$ cat config.mk
export PLATFORM = sky130hd
export DESIGN_NAME = c_subset_token_scanner_flat
export DESIGN_NICKNAME = d
export VERILOG_FILES = /design/src/rtl/cst_pkg.sv /design/src/rtl/cst_if.sv /design/src/rtl/cst_front.sv /design/src/rtl/cst_fifo.sv /design/src/rtl/cst_back.sv /design/src/rtl/c_subset_token_scanner.sv /design/src/flat_wrapper.sv
export SDC_FILE = /design/constraint.sdc
export NUM_CORES = 1
export LEC_CHECK = 0
export BUFFER_PORTS_ARGS = -buffer_cell sky130_fd_sc_hd__buf_4
export CAP_MARGIN = 15
export CORE_MARGIN = 5
export CORE_UTILIZATION = 40
export DETAILED_ROUTE_END_ITERATION = 16
export GPL_ROUTABILITY_DRIVEN = 0
export PLACE_DENSITY = 0.61
export SLEW_MARGIN = 15
export SYNTH_ARGS = -nofsm -noshare
export SYNTH_HDL_FRONTEND = slang
export SYNTH_SLANG_ARGS = --single-unit
export TNS_END_PERCENT = 10
$ cat constraint.sdc
create_clock -name clk -period 8.9 [get_ports clk]
set_input_delay 0 -clock clk [delete_from_list [all_inputs] [get_ports clk]]
set_output_delay 0 -clock clk [all_outputs]
set_load 0.02 [all_outputs]
$ cat src/rtl/cst_pkg.sv
// ----------------------------------------------------------------------------
// cst_pkg
// shared types, token kind codes and character class functions of the scanner
// ----------------------------------------------------------------------------
package cst_pkg;

  localparam int PREFIX_DEPTH_DEF = 8;
  localparam int LENGTH_BITS_DEF  = 16;
  localparam int QUEUE_DEPTH_DEF  = 2;

  localparam int CHAR_W    = 8;
  localparam int KIND_W    = 6;
  localparam int START_W   = 32;
  localparam int OUT_LEN_W = 16;

  // longest keyword, also the prefix part carried with a finished word
  localparam int KW_MAX_LEN = 8;
  localparam int KW_LEN_W   = 4;
  localparam int NUM_KW     = 10;

  // token kinds
  localparam logic [KIND_W-1:0] K_IDENT    = 6'd0;
  localparam logic [KIND_W-1:0] K_INT      = 6'd1;
  localparam logic [KIND_W-1:0] K_FLOAT    = 6'd2;
  localparam logic [KIND_W-1:0] K_KW_FIRST = 6'd3;
  localparam logic [KIND_W-1:0] K_KW_LAST  = 6'd12;
  localparam logic [KIND_W-1:0] K_PLUS     = 6'd13;
  localparam logic [KIND_W-1:0] K_MINUS    = 6'd14;
  localparam logic [KIND_W-1:0] K_STAR     = 6'd15;
  localparam logic [KIND_W-1:0] K_SLASH    = 6'd16;
  localparam logic [KIND_W-1:0] K_PERCENT  = 6'd17;
  localparam logic [KIND_W-1:0] K_LT       = 6'd18;
  localparam logic [KIND_W-1:0] K_GT       = 6'd19;
  localparam logic [KIND_W-1:0] K_COLON    = 6'd20;
  localparam logic [KIND_W-1:0] K_ASSIGN   = 6'd21;
  localparam logic [KIND_W-1:0] K_SEMI     = 6'd22;
  localparam logic [KIND_W-1:0] K_COMMA    = 6'd23;
  localparam logic [KIND_W-1:0] K_LPAREN   = 6'd24;
  localparam logic [KIND_W-1:0] K_RPAREN   = 6'd25;
  localparam logic [KIND_W-1:0] K_LBRACK   = 6'd26;
  localparam logic [KIND_W-1:0] K_RBRACK   = 6'd27;
  localparam logic [KIND_W-1:0] K_LBRACE   = 6'd28;
  localparam logic [KIND_W-1:0] K_RBRACE   = 6'd29;
  localparam logic [KIND_W-1:0] K_NOT      = 6'd30;
  localparam logic [KIND_W-1:0] K_LE       = 6'd31;
  localparam logic [KIND_W-1:0] K_GE       = 6'd32;
  localparam logic [KIND_W-1:0] K_EQ       = 6'd33;
  localparam logic [KIND_W-1:0] K_NE       = 6'd34;
  localparam logic [KIND_W-1:0] K_ANDAND   = 6'd35;
  localparam logic [KIND_W-1:0] K_OROR     = 6'd36;

  // keyword text, right justified, first character highest
  localparam logic [8*KW_MAX_LEN-1:0] KW_TEXT [NUM_KW] = '{
    "const", "void", "int", "float", "if",
    "else", "while", "continue", "break", "return"
  };
  localparam logic [KW_LEN_W-1:0] KW_LEN [NUM_KW] = '{
    4'd5, 4'd4, 4'd3, 4'd5, 4'd2, 4'd4, 4'd5, 4'd8, 4'd5, 4'd6
  };

  // finished word handed from the front to the back
  typedef struct packed {
    logic                              is_ident;
    logic [KIND_W-1:0]                 kind;
    logic                              kw_fit;
    logic [KW_LEN_W-1:0]               kw_len;
    logic [KW_MAX_LEN-1:0][CHAR_W-1:0] prefix;
    logic [START_W-1:0]                start;
    logic [OUT_LEN_W-1:0]              len;
  } cst_rec_t;

  function automatic logic is_digit(input logic [CHAR_W-1:0] c);
    return (c >= "0") && (c <= "9");
  endfunction

  function automatic logic is_alpha(input logic [CHAR_W-1:0] c);
    return ((c >= "a") && (c <= "z")) || ((c >= "A") && (c <= "Z")) || (c == "_");
  endfunction

  function automatic logic is_hexish(input logic [CHAR_W-1:0] c);
    return ((c >= "a") && (c <= "f")) || ((c >= "A") && (c <= "F")) ||
           (c == "x") || (c == "X");
  endfunction

  // ident code for anything that is not a single operator
  function automatic logic [KIND_W-1:0] single_kind(input logic [CHAR_W-1:0] c);
    logic [KIND_W-1:0] k;
    unique case (c)
      "+":     k = K_PLUS;
      "-":     k = K_MINUS;
      "*":     k = K_STAR;
      "/":     k = K_SLASH;
      "%":     k = K_PERCENT;
      "<":     k = K_LT;
      ">":     k = K_GT;
      ":":     k = K_COLON;
      "=":     k = K_ASSIGN;
      ";":     k = K_SEMI;
      ",":     k = K_COMMA;
      "(":     k = K_LPAREN;
      ")":     k = K_RPAREN;
      "[":     k = K_LBRACK;
      "]":     k = K_RBRACK;
      "{":     k = K_LBRACE;
      "}":     k = K_RBRACE;
      "!":     k = K_NOT;
      default: k = K_IDENT;
    endcase
    return k;
  endfunction

  function automatic logic is_op(input logic [CHAR_W-1:0] c);
    return (single_kind(c) != K_IDENT) || (c == "&") || (c == "|");
  endfunction

  function automatic logic [KIND_W-1:0] pair_kind(input logic [CHAR_W-1:0] first,
                                                  input logic [CHAR_W-1:0] second);
    logic [KIND_W-1:0] k;
    k = K_IDENT;
    if (second == "=") begin
      unique case (first)
        "<":     k = K_LE;
        ">":     k = K_GE;
        "=":     k = K_EQ;
        "!":     k = K_NE;
        default: k = K_IDENT;
      endcase
    end else if ((second == "&") && (first == "&")) begin
      k = K_ANDAND;
    end else if ((second == "|") && (first == "|")) begin
      k = K_OROR;
    end
    return k;
  endfunction

  function automatic logic [KIND_W-1:0] kw_kind(
      input logic [KW_MAX_LEN-1:0][CHAR_W-1:0] pre,
      input logic [KW_LEN_W-1:0]               len,
      input logic                              fit);
    logic [KIND_W-1:0] k_out;
    logic              same;
    k_out = K_IDENT;
    for (int k = 0; k < NUM_KW; k++) begin
      same = fit && (len == KW_LEN[k]);
      for (int i = 0; i < KW_MAX_LEN; i++) begin
        if (i < int'(KW_LEN[k])) begin
          same = same && (pre[i] == KW_TEXT[k][CHAR_W*(int'(KW_LEN[k])-1-i) +: CHAR_W]);
        end
      end
      if (same) begin
        k_out = KIND_W'(int'(K_KW_FIRST) + k);
      end
    end
    return k_out;
  endfunction

endpackage

$ cat src/rtl/cst_if.sv
// ----------------------------------------------------------------------------
// cst_if
// valid/ready channels of the scanner: source bytes in, tokens out
// ----------------------------------------------------------------------------
interface cst_in_if import cst_pkg::*; ();
  logic              valid;
  logic              ready;
  logic [CHAR_W-1:0] character;

  modport source (output valid, output character, input ready);
  modport sink (input valid, input character, output ready);
endinterface

interface cst_out_if import cst_pkg::*; ();
  logic                 valid;
  logic                 ready;
  logic [KIND_W-1:0]    token_kind;
  logic [START_W-1:0]   token_start;
  logic [OUT_LEN_W-1:0] token_length;

  modport source (output valid, output token_kind, output token_start,
                  output token_length, input ready);
  modport sink (input valid, input token_kind, input token_start,
                input token_length, output ready);
endinterface

$ cat src/rtl/cst_front.sv
// ----------------------------------------------------------------------------
// cst_front
// lexer state machine: takes one byte a cycle while the queue is not full,
// tracks the open token and pushes every finished token into the queue
// ----------------------------------------------------------------------------
module cst_front import cst_pkg::*; #(
  parameter int PREFIX_DEPTH = PREFIX_DEPTH_DEF,
  parameter int LENGTH_BITS  = LENGTH_BITS_DEF
) (
  input  logic     clk,
  input  logic     rst_n,
  cst_in_if.sink   in_chan,
  input  logic     q_full,
  output logic     push,
  output cst_rec_t push_rec
);

  localparam int                     IDX_W   = $clog2(PREFIX_DEPTH);
  localparam logic [LENGTH_BITS-1:0] LEN_MAX = '1;

  localparam logic [2:0] MODE_EMPTY = 3'd0;
  localparam logic [2:0] MODE_IDENT = 3'd1;
  localparam logic [2:0] MODE_INT   = 3'd2;
  localparam logic [2:0] MODE_FLOAT = 3'd3;
  localparam logic [2:0] MODE_OP    = 3'd4;

  logic [2:0]             mode_r, mode_nxt;
  logic [LENGTH_BITS-1:0] len_r, len_nxt;
  logic [START_W-1:0]     start_r, start_nxt;
  logic [START_W-1:0]     pos_r, pos_nxt;
  logic [CHAR_W-1:0]      prefix_r [PREFIX_DEPTH];

  logic                   acc;
  logic [CHAR_W-1:0]      c;
  logic                   c_digit, c_alpha, c_op, c_dot;
  logic [KIND_W-1:0]      pk;
  logic                   has_room;
  logic [LENGTH_BITS-1:0] len_inc;
  logic                   do_append, do_begin;
  logic [2:0]             begin_mode;
  logic                   wr_en;
  logic [IDX_W-1:0]       wr_idx;
  logic [LENGTH_BITS-1:0] emit_len;
  logic [KIND_W-1:0]      emit_kind;
  logic                   emit_ident;
  logic [31:0]            len32;

  assign in_chan.ready = !q_full;
  assign acc           = in_chan.valid && !q_full;
  assign c             = in_chan.character;

  assign c_digit  = is_digit(c);
  assign c_alpha  = is_alpha(c);
  assign c_op     = is_op(c);
  assign c_dot    = (c == ".");
  assign pk       = pair_kind(prefix_r[0], c);
  assign has_room = 32'(len_r) < 32'(PREFIX_DEPTH);
  assign len_inc  = (len_r != LEN_MAX) ? LENGTH_BITS'(len_r + 1'b1) : len_r;

  always_comb begin
    mode_nxt   = mode_r;
    len_nxt    = len_r;
    start_nxt  = start_r;
    pos_nxt    = pos_r;
    do_append  = 1'b0;
    do_begin   = 1'b0;
    begin_mode = MODE_EMPTY;
    push       = 1'b0;
    emit_len   = len_r;
    emit_kind  = K_IDENT;
    emit_ident = 1'b0;
    wr_en      = 1'b0;
    wr_idx     = '0;

    if (acc) begin
      pos_nxt = pos_r + 1'b1;
      unique case (mode_r)
        MODE_EMPTY: begin
          priority if (c_digit) begin
            do_begin   = 1'b1;
            begin_mode = MODE_INT;
          end else if (c_alpha) begin
            do_begin   = 1'b1;
            begin_mode = MODE_IDENT;
          end else if (c_op) begin
            do_begin   = 1'b1;
            begin_mode = MODE_OP;
          end else if (c_dot) begin
            do_begin   = 1'b1;
            begin_mode = MODE_FLOAT;
          end else begin
            do_begin = 1'b0;
          end
        end
        MODE_IDENT, MODE_INT, MODE_FLOAT: begin
          if ((mode_r == MODE_IDENT) && (c_alpha || c_digit)) begin
            do_append = 1'b1;
          end else if ((mode_r == MODE_INT) && (c_digit || c_dot || is_hexish(c))) begin
            do_append = 1'b1;
            if (c_dot) begin
              mode_nxt = MODE_FLOAT;
            end
          end else if ((mode_r == MODE_FLOAT) && c_digit) begin
            do_append = 1'b1;
          end else begin
            // token ends here, byte starts an operator or is dropped
            push       = 1'b1;
            emit_ident = (mode_r == MODE_IDENT);
            emit_kind  = (mode_r == MODE_FLOAT) ? K_FLOAT : K_INT;
            mode_nxt   = MODE_EMPTY;
            len_nxt    = '0;
            if (c_op) begin
              do_begin   = 1'b1;
              begin_mode = MODE_OP;
            end
          end
        end
        MODE_OP: begin
          push = 1'b1;
          if (pk != K_IDENT) begin
            emit_kind = pk;
            emit_len  = len_inc;
            mode_nxt  = MODE_EMPTY;
            len_nxt   = '0;
          end else begin
            // lone & or | falls out as ident
            emit_kind = single_kind(prefix_r[0]);
            mode_nxt  = MODE_EMPTY;
            len_nxt   = '0;
            priority if (c_op) begin
              do_begin   = 1'b1;
              begin_mode = MODE_OP;
            end else if (c_digit) begin
              do_begin   = 1'b1;
              begin_mode = MODE_INT;
            end else if (c_alpha) begin
              do_begin   = 1'b1;
              begin_mode = MODE_IDENT;
            end else if (c_dot) begin
              do_begin   = 1'b1;
              begin_mode = MODE_FLOAT;
            end else begin
              do_begin = 1'b0;
            end
          end
        end
        default: begin
          mode_nxt = MODE_EMPTY;
          len_nxt  = '0;
        end
      endcase

      if (do_append) begin
        wr_en   = has_room;
        wr_idx  = len_r[IDX_W-1:0];
        len_nxt = len_inc;
      end
      if (do_begin) begin
        mode_nxt  = begin_mode;
        start_nxt = pos_r;
        len_nxt   = LENGTH_BITS'(1);
        wr_en     = 1'b1;
        wr_idx    = '0;
      end
    end
  end

  assign len32 = 32'(emit_len);

  always_comb begin
    push_rec.is_ident = emit_ident;
    push_rec.kind     = emit_kind;
    push_rec.kw_fit   = len32 <= 32'(KW_MAX_LEN);
    push_rec.kw_len   = len32[KW_LEN_W-1:0];
    for (int i = 0; i < KW_MAX_LEN; i++) begin
      push_rec.prefix[i] = prefix_r[i];
    end
    push_rec.start = start_r;
    push_rec.len   = len32[OUT_LEN_W-1:0];
  end

  always_ff @(posedge clk) begin
    if (!rst_n) begin
      mode_r  <= MODE_EMPTY;
      len_r   <= '0;
      start_r <= '0;
      pos_r   <= '0;
    end else begin
      mode_r  <= mode_nxt;
      len_r   <= len_nxt;
      start_r <= start_nxt;
      pos_r   <= pos_nxt;
    end
  end

  always_ff @(posedge clk) begin
    if (wr_en) begin
      prefix_r[wr_idx] <= c;
    end
  end

endmodule

$ cat src/rtl/cst_fifo.sv
// ----------------------------------------------------------------------------
// cst_fifo
// short token queue between the lexer front and the output back
// ----------------------------------------------------------------------------
module cst_fifo import cst_pkg::*; #(
  parameter int DEPTH = QUEUE_DEPTH_DEF
) (
  input  logic     clk,
  input  logic     rst_n,
  input  logic     push,
  input  cst_rec_t push_rec,
  output logic     full,
  input  logic     pop,
  output logic     head_valid,
  output cst_rec_t head_rec
);

  localparam int PTR_W = $clog2(DEPTH);
  localparam int CNT_W = $clog2(DEPTH + 1);

  localparam logic [PTR_W-1:0] PTR_LAST = PTR_W'(DEPTH - 1);
  localparam logic [CNT_W-1:0] CNT_FULL = CNT_W'(DEPTH);

  cst_rec_t         mem_r [DEPTH];
  logic [PTR_W-1:0] wr_ptr_r, wr_ptr_nxt;
  logic [PTR_W-1:0] rd_ptr_r, rd_ptr_nxt;
  logic [CNT_W-1:0] cnt_r, cnt_nxt;
  logic             do_push, do_pop;

  assign full       = (cnt_r == CNT_FULL);
  assign head_valid = (cnt_r != '0);
  assign head_rec   = mem_r[rd_ptr_r];
  assign do_push    = push && !full;
  assign do_pop     = pop && head_valid;

  always_comb begin
    wr_ptr_nxt = wr_ptr_r;
    rd_ptr_nxt = rd_ptr_r;
    cnt_nxt    = cnt_r;
    if (do_push) begin
      wr_ptr_nxt = (wr_ptr_r == PTR_LAST) ? '0 : PTR_W'(wr_ptr_r + 1'b1);
    end
    if (do_pop) begin
      rd_ptr_nxt = (rd_ptr_r == PTR_LAST) ? '0 : PTR_W'(rd_ptr_r + 1'b1);
    end
    priority if (do_push && !do_pop) begin
      cnt_nxt = CNT_W'(cnt_r + 1'b1);
    end else if (do_pop && !do_push) begin
      cnt_nxt = CNT_W'(cnt_r - 1'b1);
    end else begin
      cnt_nxt = cnt_r;
    end
  end

  always_ff @(posedge clk) begin
    if (!rst_n) begin
      wr_ptr_r <= '0;
      rd_ptr_r <= '0;
      cnt_r    <= '0;
    end else begin
      wr_ptr_r <= wr_ptr_nxt;
      rd_ptr_r <= rd_ptr_nxt;
      cnt_r    <= cnt_nxt;
    end
  end

  always_ff @(posedge clk) begin
    if (do_push) begin
      mem_r[wr_ptr_r] <= push_rec;
    end
  end

endmodule

$ cat src/rtl/cst_back.sv
// ----------------------------------------------------------------------------
// cst_back
// resolves keywords on the queue head and holds the result word in the
// output register
// ----------------------------------------------------------------------------
module cst_back import cst_pkg::*; (
  input  logic      clk,
  input  logic      rst_n,
  input  logic      head_valid,
  input  cst_rec_t  head_rec,
  output logic      pop,
  cst_out_if.source out_chan
);

  logic                 out_valid_r, out_valid_nxt;
  logic [KIND_W-1:0]    kind_r;
  logic [START_W-1:0]   start_r;
  logic [OUT_LEN_W-1:0] len_r;
  logic [KIND_W-1:0]    head_kind;

  assign pop = head_valid && (!out_valid_r || out_chan.ready);

  assign head_kind = head_rec.is_ident ?
                     kw_kind(head_rec.prefix, head_rec.kw_len, head_rec.kw_fit) :
                     head_rec.kind;

  always_comb begin
    out_valid_nxt = out_valid_r;
    if (pop) begin
      out_valid_nxt = 1'b1;
    end else if (out_chan.ready) begin
      out_valid_nxt = 1'b0;
    end
  end

  always_ff @(posedge clk) begin
    if (!rst_n) begin
      out_valid_r <= 1'b0;
    end else begin
      out_valid_r <= out_valid_nxt;
    end
  end

  always_ff @(posedge clk) begin
    if (pop) begin
      kind_r  <= head_kind;
      start_r <= head_rec.start;
      len_r   <= head_rec.len;
    end
  end

  assign out_chan.valid        = out_valid_r;
  assign out_chan.token_kind   = kind_r;
  assign out_chan.token_start  = start_r;
  assign out_chan.token_length = len_r;

endmodule

$ cat src/rtl/c_subset_token_scanner.sv
// ----------------------------------------------------------------------------
// c_subset_token_scanner
// Takes one source byte per word and returns one token word for each byte
// that ends a token. The scanner accepts a byte every clock cycle as long as
// the token queue has room; a token word enters the queue with the byte that
// ends it, passes to the output register and waits there while the queue
// keeps taking bytes. Throughput is set by the lexer state update, one byte
// per cycle while the queue has room. No clearing pass runs after reset.
// ----------------------------------------------------------------------------
module c_subset_token_scanner import cst_pkg::*; #(
  parameter int PREFIX_DEPTH = PREFIX_DEPTH_DEF,
  parameter int LENGTH_BITS  = LENGTH_BITS_DEF,
  parameter int QUEUE_DEPTH  = QUEUE_DEPTH_DEF
) (
  input  logic      clk,
  input  logic      rst_n,
  cst_in_if.sink    in_chan,
  cst_out_if.source out_chan
);

  logic     push;
  logic     q_full;
  logic     pop;
  logic     head_valid;
  cst_rec_t push_rec;
  cst_rec_t head_rec;

  cst_front #(
    .PREFIX_DEPTH (PREFIX_DEPTH),
    .LENGTH_BITS  (LENGTH_BITS)
  ) u_front (
    .clk      (clk),
    .rst_n    (rst_n),
    .in_chan  (in_chan),
    .q_full   (q_full),
    .push     (push),
    .push_rec (push_rec)
  );

  cst_fifo #(
    .DEPTH (QUEUE_DEPTH)
  ) u_fifo (
    .clk        (clk),
    .rst_n      (rst_n),
    .push       (push),
    .push_rec   (push_rec),
    .full       (q_full),
    .pop        (pop),
    .head_valid (head_valid),
    .head_rec   (head_rec)
  );

  cst_back u_back (
    .clk        (clk),
    .rst_n      (rst_n),
    .head_valid (head_valid),
    .head_rec   (head_rec),
    .pop        (pop),
    .out_chan   (out_chan)
  );

endmodule

$ cat src/flat_wrapper.sv
// flat-port wrapper written by rule: the top's interface ports become plain ports
module c_subset_token_scanner_flat import cst_pkg::*;
#(
  parameter int PREFIX_DEPTH = PREFIX_DEPTH_DEF,
  parameter int LENGTH_BITS  = LENGTH_BITS_DEF,
  parameter int QUEUE_DEPTH  = QUEUE_DEPTH_DEF
)
  (clk, rst_n, in_chan_valid, in_chan_character, in_chan_ready, out_chan_valid, out_chan_token_kind, out_chan_token_start, out_chan_token_length, out_chan_ready);
  cst_in_if in_chan_i ();
  cst_out_if out_chan_i ();
  input  logic clk;
  input  logic rst_n;
  input wire logic [$bits(in_chan_i.valid)-1:0] in_chan_valid;
  input wire logic [$bits(in_chan_i.character)-1:0] in_chan_character;
  output wire logic [$bits(in_chan_i.ready)-1:0] in_chan_ready;
  output wire logic [$bits(out_chan_i.valid)-1:0] out_chan_valid;
  output wire logic [$bits(out_chan_i.token_kind)-1:0] out_chan_token_kind;
  output wire logic [$bits(out_chan_i.token_start)-1:0] out_chan_token_start;
  output wire logic [$bits(out_chan_i.token_length)-1:0] out_chan_token_length;
  input wire logic [$bits(out_chan_i.ready)-1:0] out_chan_ready;
  assign in_chan_i.valid = in_chan_valid;
  assign in_chan_i.character = in_chan_character;
  assign in_chan_ready = in_chan_i.ready;
  assign out_chan_valid = out_chan_i.valid;
  assign out_chan_token_kind = out_chan_i.token_kind;
  assign out_chan_token_start = out_chan_i.token_start;
  assign out_chan_token_length = out_chan_i.token_length;
  assign out_chan_i.ready = out_chan_ready;
  c_subset_token_scanner #(.PREFIX_DEPTH(PREFIX_DEPTH), .LENGTH_BITS(LENGTH_BITS), .QUEUE_DEPTH(QUEUE_DEPTH)) u_core (.clk(clk), .rst_n(rst_n), .in_chan(in_chan_i), .out_chan(out_chan_i));
endmodule
Word-level counts from Yosys, hierarchy flattened
Memories as Yosys holds them, arrays and structs flattened. A register that Yosys moved wholly into a read port is not among the register bits.
Index checks and enable logic that the tools add are counted.
{"block": "word_totals", "regBits": 142, "latch_bits": 0, "ram_bits": 312, "romBits": 0, "output_inout_bits": 56, "elab_cells": 323, "mem_count": 2}
{"block": "op_classes", "addsub": 6, "n_mul": 0, "div_mod_pow": 0, "magnitude_cmp": 10, "eq_ne": 100, "shift": 0, "n_mux": 100, "bitwise_logic": 0, "reduce_logical": 94}
{"name": "u_core.u_fifo.mem_r", "depth": 2, "word_bits": 124, "rd": 1, "rd_ports_with_merged_regs": 1, "write_ports": 1, "line_no": "cst_fifo.sv:24", "text": "cst_rec_t mem_r [DEPTH];"}
{"name": "u_core.u_front.prefix_r", "depth": 8, "word_bits": 8, "rd": 8, "rd_ports_with_merged_regs": 0, "write_ports": 1, "line_no": "cst_front.sv:31", "text": "logic [CHAR_W-1:0] prefix_r [PREFIX_DEPTH];"}
{"operator": "equality test 8 x 7 -> 1 bit (second input constant)", "n": 49}
{"operator": "equality test 8 x 6 -> 1 bit (second input constant)", "n": 31}
{"operator": "one-hot mux 5 bit (18 select lines)", "n": 2}
{"operator": "two-way mux 16 bit", "n": 9}
{"operator": "two-way mux 6 bit", "n": 15}
{"operator": "logical AND 1 bit", "n": 69}
{"operator": "two-way mux 3 bit", "n": 17}
{"operator": "two-way mux 1 bit", "n": 40}
{"operator": "adder 32 x 1 -> 32 bit (second input constant)", "n": 1}
{"operator": "<= comparator 8 x 7 -> 1 bit (second input constant)", "n": 4}
{"operator": "one-hot mux 16 bit (2 select lines)", "n": 1}
{"operator": "one-hot mux 6 bit (4 select lines)", "n": 1}
{"operator": "two-way mux 2 bit", "n": 10}
{"operator": "inequality test 4 bit (second input constant)", "n": 5}
{"operator": "adder 16 x 1 -> 16 bit (second input constant)", "n": 1}
{"operator": "greater-or-equal comparator 8 x 7 -> 1 bit (second input constant)", "n": 2}
{"operator": "<= comparator 16 x 4 -> 1 bit (second input constant)", "n": 1}
{"operator": "less-than comparator 16 x 4 -> 1 bit (second input constant)", "n": 1}
{"operator": "inequality test 16 bit (second input constant)", "n": 1}
{"operator": "equality test 4 x 3 -> 1 bit (second input constant)", "n": 3}
{"operator": "one-hot mux 6 bit (2 select lines)", "n": 1}
{"operator": "nonzero test 6 bit", "n": 2}
{"operator": "logical OR 1 bit", "n": 11}
{"operator": "AND reduction 5 bit", "n": 2}
{"operator": "other kinds (22)", "n": 31}

Depth between registers and ports, before layout
{"block": "logic_depth", "word_depth": 18, "depth_mapped": 13, "mapped_depth_nobuf": 11}

Modules after synthesis
From an unflattened synthesis, not the netlist that was laid out.
{"block": "unflattened", "cells_unflattened": 1334, "area_unflattened_um2": 19152.1}
{"mod": "cst_fifo", "n_inst": 1, "cells_each": 411, "area_per_inst_um2": 9425.3, "seq_area_each_um2": 7547.2}
{"mod": "cst_front", "n_inst": 1, "cells_each": 746, "area_per_inst_um2": 7081.8, "seq_area_each_um2": 3583.4}
{"mod": "cst_back", "n_inst": 1, "cells_each": 177, "area_per_inst_um2": 2645.0, "seq_area_each_um2": 1641.6}

Worst setup path after synthesis
Ideal clock, no wire load.
{"block": "synth_timing", "path_kind": "in2reg", "from": "input in_chan_character[1]", "to": "memory u_core.u_fifo.mem_r[0][100] (netlist name), enable pin", "setup_ps": 602, "t_arrival_ps": 6682, "required_time_ps": 8298, "setup_slack_ps": 1615, "path_stages": 8, "n_path_buf": 1, "path_cell_list": "buf_2 > nor3_1 > and2_1 > a211oi_1 > a2111oi_2 > a2bb2oi_1 > a21o_1 > nor2_1"}
{"block": "synth_via", "elab_chain_len": 14}
{"item": "from (decl)", "line_no": "flat_wrapper.sv:14", "text": "input wire logic [$bits(in_chan_i.character)-1:0] in_chan_character;"}
{"item": "greater-or-equal comparator 8 x 7 -> 1 bit / <= comparator 8 x 7 -> 1 bit (equally long branches)", "line_no": "cst_pkg.sv:77, cst_pkg.sv:81"}
{"item": "logical AND 1 bit", "line_no": "cst_pkg.sv:81", "text": "return ((c >= \"a\") && (c <= \"f\")) || ((c >= \"A\") && (c <= \"F\")) ||"}
{"item": "logical OR 1 bit (2 in series)", "line_no": "cst_pkg.sv:81"}
{"item": "logical OR 1 bit", "line_no": "cst_pkg.sv:82", "text": "(c == \"x\") || (c == \"X\");"}
{"item": "logical OR 1 bit", "line_no": "cst_front.sv:98", "text": "end else if ((mode_r == MODE_INT) && (c_digit || c_dot || is_hexish(c))) begin"}
{"item": "logical AND 1 bit", "line_no": "cst_front.sv:98"}
{"item": "two-way mux 1 bit", "line_no": "cst_front.sv:98"}
{"item": "two-way mux 1 bit (*)", "line_no": "cst_front.sv:96", "text": "if ((mode_r == MODE_IDENT) && (c_alpha || c_digit)) begin"}
{"item": "one-hot mux 1 bit (2 select lines) (*)", "line_no": "cst_front.sv:77", "text": "unique case (mode_r)"}
{"item": "two-way mux 1 bit (*)", "line_no": "cst_front.sv:75", "text": "if (acc) begin"}
{"item": "logical AND 1 bit (*)", "line_no": "cst_fifo.sv:33", "text": "assign do_push = push && !full;"}
{"item": "two-way mux 1 bit (*)", "line_no": "cst_fifo.sv:68", "text": "if (do_push) begin"}
{"item": "two-way mux 1 bit (not written as such) (*)", "line_no": "cst_fifo.sv:69", "text": "mem_r[wr_ptr_r] <= push_rec;"}
{"item": "to (decl)", "line_no": "cst_fifo.sv:24"}
Every way passes the cells marked *; elsewhere a longest branch is shown, timed or not.

Worst setup path after layout
{"block": "layout_timing", "from": "input in_chan_character[3]", "to": "memory u_core.u_fifo.mem_r[0][99] (netlist name), enable pin"}
Same word-level chain as after synthesis.

==> impl_metrics.yaml <==
run_status:
  status: "completed"
yosys:
  postSynthAreaPerCell_um2: 13.2
  synth_cell_type_count: 84
  ys_warn_count: 0
  syn-num-nets: 1412
  yosysSeqAreaShare_pct: 67.9
  synth_area_leaders: "edfxtp_1 58%, dfxtp_1 9.7%, mux2_2 3.1%"
  synthArstFlopShare_pct: 0
  syn_area_mm2: 0.0185
  synth.top_cell.area_share_pct: 58.2
  synthFlopType: "edfxtp_1"
  yosysTopAreaCell: "edfxtp_1"
  ys_top_cells_by_count: "358 x edfxtp_1, 123 x nand2_1, 89 x dfxtp_1"
  synth_edf_count: 358
  synth_cells: 1397
  yosysMostFrequentCell: "edfxtp_1"
  synth-seq-cells: 447
grt:
  antenna_found_initial: 0
  grt_start_max_net_pins: 86
  grt_pass1_wl_mm: 60.9
  gr-total-overflow: 0
  grtUsageTotal_pct: 15.1
  grt_pass1_vias: 10900
die:
  initial_core_util_pct: 40.6
  ios: 68
  coreArea_mm2: 0.0455
  die_area_mm2: 0.0505
  rows: 78
  die_y_um: 225
  die_w_um: 225
route:
  drtAntennaViolNets: 0
  wl_per_cell_um: 18.6
  drt_first_iter_violations: 1008
  vias_per_cell: 5.45
  routed_wl_mm: 38.9
  firstDrtPassIters: 7
  drc: 0
  vias: 11400
sta:
  fin_skew_ns: 0.0149
  fin_tns_setup_ns: 0
  finalHoldViolCount: 0
  period_needed_ns: 4.31
  rsz0062_at_grt: "false"
  tightest_slew_ns: 0.991
  setup_ws_ns: 4.59
  clock.fmax_ghz: 0.232
  relSlewSlack_pct: 33.9
  setup_violations: 0
  post-route-period-util_pct: 48.5
  report.final.slew_viol_count: 0
clocking:
  cts_tree: "yes"
  clkTransAtPathRegs_ns: 0.06
  cts-hold-fix-buffers: 11
  clkSinkCount: 447
  cts_max_path_buffers: 3
  ctsResizeCount: 0
  cts_buffers: 47
  htree_levels: 2
  clock_latency_ns: 0.58
  cts-root-buf: "clkbuf_16"
  postCtsSetupBuffers: 0
critical_path:
  crit_path_start_kind: "input pin"
  slowest_stage: "buf_4"
  cp_top_family: "buffers and inverters"
  worst_path_largest_cell_delay_ns: 0.79
  path_cells: "dlygate4sd3_1 > buf_4 > nor4_1 > and2_1 > a211oi_1 > a2111oi_2 > a2bb2oi_1 > a21o_1 > nor2_4 > buf_4 > buf_4"
  crit_arrival_ns: 4.50
  rrSetupSlack_ns: 5.21
  path_buf_inv: 4
  end_kind: "register"
  crit_path_frequent_cell: "buf_4"
  cp_max_fo: 64
  cp.required_ns: 9.09
  crit_start: "in_chan_character[3]"
  worstSetupPathType: "in2reg"
placed_design:
  preCtsSetupSlack_ns: 4.53
  numPortBuffers: 67
  hpwl_mm: 24.9
job:
  drv_cap: 0
power_and_ir_drop:
  total_power_mw: 5.33
  p_leak_nw: 6.90
  power_density_mw_per_mm2: 254
  ir_drop_uv: 183
worst_hold_path:
  min_path_type: "in2reg"
  hold_start: "in_chan_character[3]"
final_layout:
  nets: 1471
  seq_area_mm2: 0.0125
  fill_cells: 4106
  antenna_cells: 0
  area_growth_pct: 13.8
  fin_util_pct: 46.2
  multi_input_area_mm2: 0.00551
  drive_above_1_share_pct: 14.8
## where the power goes
group / internal [mW] / switching (mW)
sequential: 2.51 / 0.107
clock: 1.05 / 0.784
combinational: 0.326 / 0.553
## cell type report
| cell class | count | area share (%) |
|---|---|---|
| multi-input combinational | 851 | 26.2 |
| sequential | 447 | 59.7 |
| timing repair buffer | 87 | 3.24 |
| clock buffer | 69 | 6.18 |
| inverter | 22 | 0.393 |
| clock inverter | 17 | 0.697 |
| tap | 600 | 3.57 |
## kinds of logic after synthesis
logic type	after synthesis	synth area share, %
fa+ha+maj	3	0.203
compound gates	223	8.26
mux	64	3.81
xor+xnor	42	1.99
buf+inv	99	2.41
simple gates	519	15.4
flops	447	67.9
## registers in the layout, summed over array words and instances, names as in the netlist, named ones only
| signal | cells |
|---|---|
| u_core.u_front.len_r | 16 |
| u_core.u_back.out_chan.token_length | 16 |
| u_core.u_fifo.wr_ptr_r | 1 |
| u_core.u_front.prefix_r | 64 |
| u_core.u_fifo.mem_r | 240 |
| u_core.u_front.start_r | 32 |
| u_core.u_back.out_chan.valid | 1 |
| u_core.u_fifo.cnt_r | 2 |
| u_core.u_back.out_chan.token_kind | 6 |
| u_core.u_fifo.rd_ptr_r | 1 |
| u_core.u_front.pos_r | 32 |
| u_core.u_front.mode_r | 3 |
| u_core.u_back.out_chan.token_start | 32 |
## final timing paths
path | endpoint | depth (start not counted)
worst max-delay path | u_core.u_fifo.mem_r[0][99] | 11
worst min-delay path | u_core.u_front.prefix_r[6][3] | 2
worst max register to register | u_core.u_back.out_chan.token_kind[1] | 8
worst min register to register | u_core.u_fifo.mem_r[1][104] | 0
## through the flow
step                      instance area (um^2)  std cells  hold WS [ns]
after floorplan                          18500       1397        0.0989
after global placement                   19400       1996         0.393
after detailed placement                 19400       1996         0.401
after CTS                                21000       2093         0.315
after global routing                     21000       2093         0.357
final                                    21000       2093         0.363
## per-layer routing
layer | global-route usage, % | wire [um] | up-vias
met5 | 0 | 0 | -
met4 | 4.89 | 1060 | 0
li1 | - | - | 5410
met1 | 22.1 | 18300 | 5567
met3 | 2.87 | 2280 | 69
met2 | 22.9 | 17300 | 361
## worst register-to-register path: cells and delay by family (launching register included)
kind                   cells  cell delay [ns]
AND/OR/NAND/NOR            4             1.33
flip-flops                 1             0.68
buffers and inverters      1             0.81
AO/OA/AOI/OAI              2             0.26
multiplexers               1             0.45
## cells in the final DEF, fill, tap and decap left out, types with 10 or more instances in the layout
cell type	Yosys	routed
a21oi_1	32	32
clkbuf_16	0	47
buf_4	3	76
dlygate4sd3_1	0	11
clkbuf_1	43	18
and3_1	18	18
dfxtp_1	89	88
o21ai_1	12	12
nand3_1	66	66
o21ai_0	60	60
nor4bb_1	10	10
inv_1	22	22
edfxtp_1	358	358
nor4_1	21	21
o22ai_1	11	11
nand4b_1	11	11
xnor2_1	28	28
and2_1	40	39
nor2b_1	10	10
mux2_2	50	50
nor2_1	79	77
nor3_1	22	22
nand2_1	123	123
mux2i_1	14	14
xor2_1	14	14
nand4_1	27	27
a22oi_1	10	10
nand2b_1	24	24
Power figures use the tool's default switching activity.
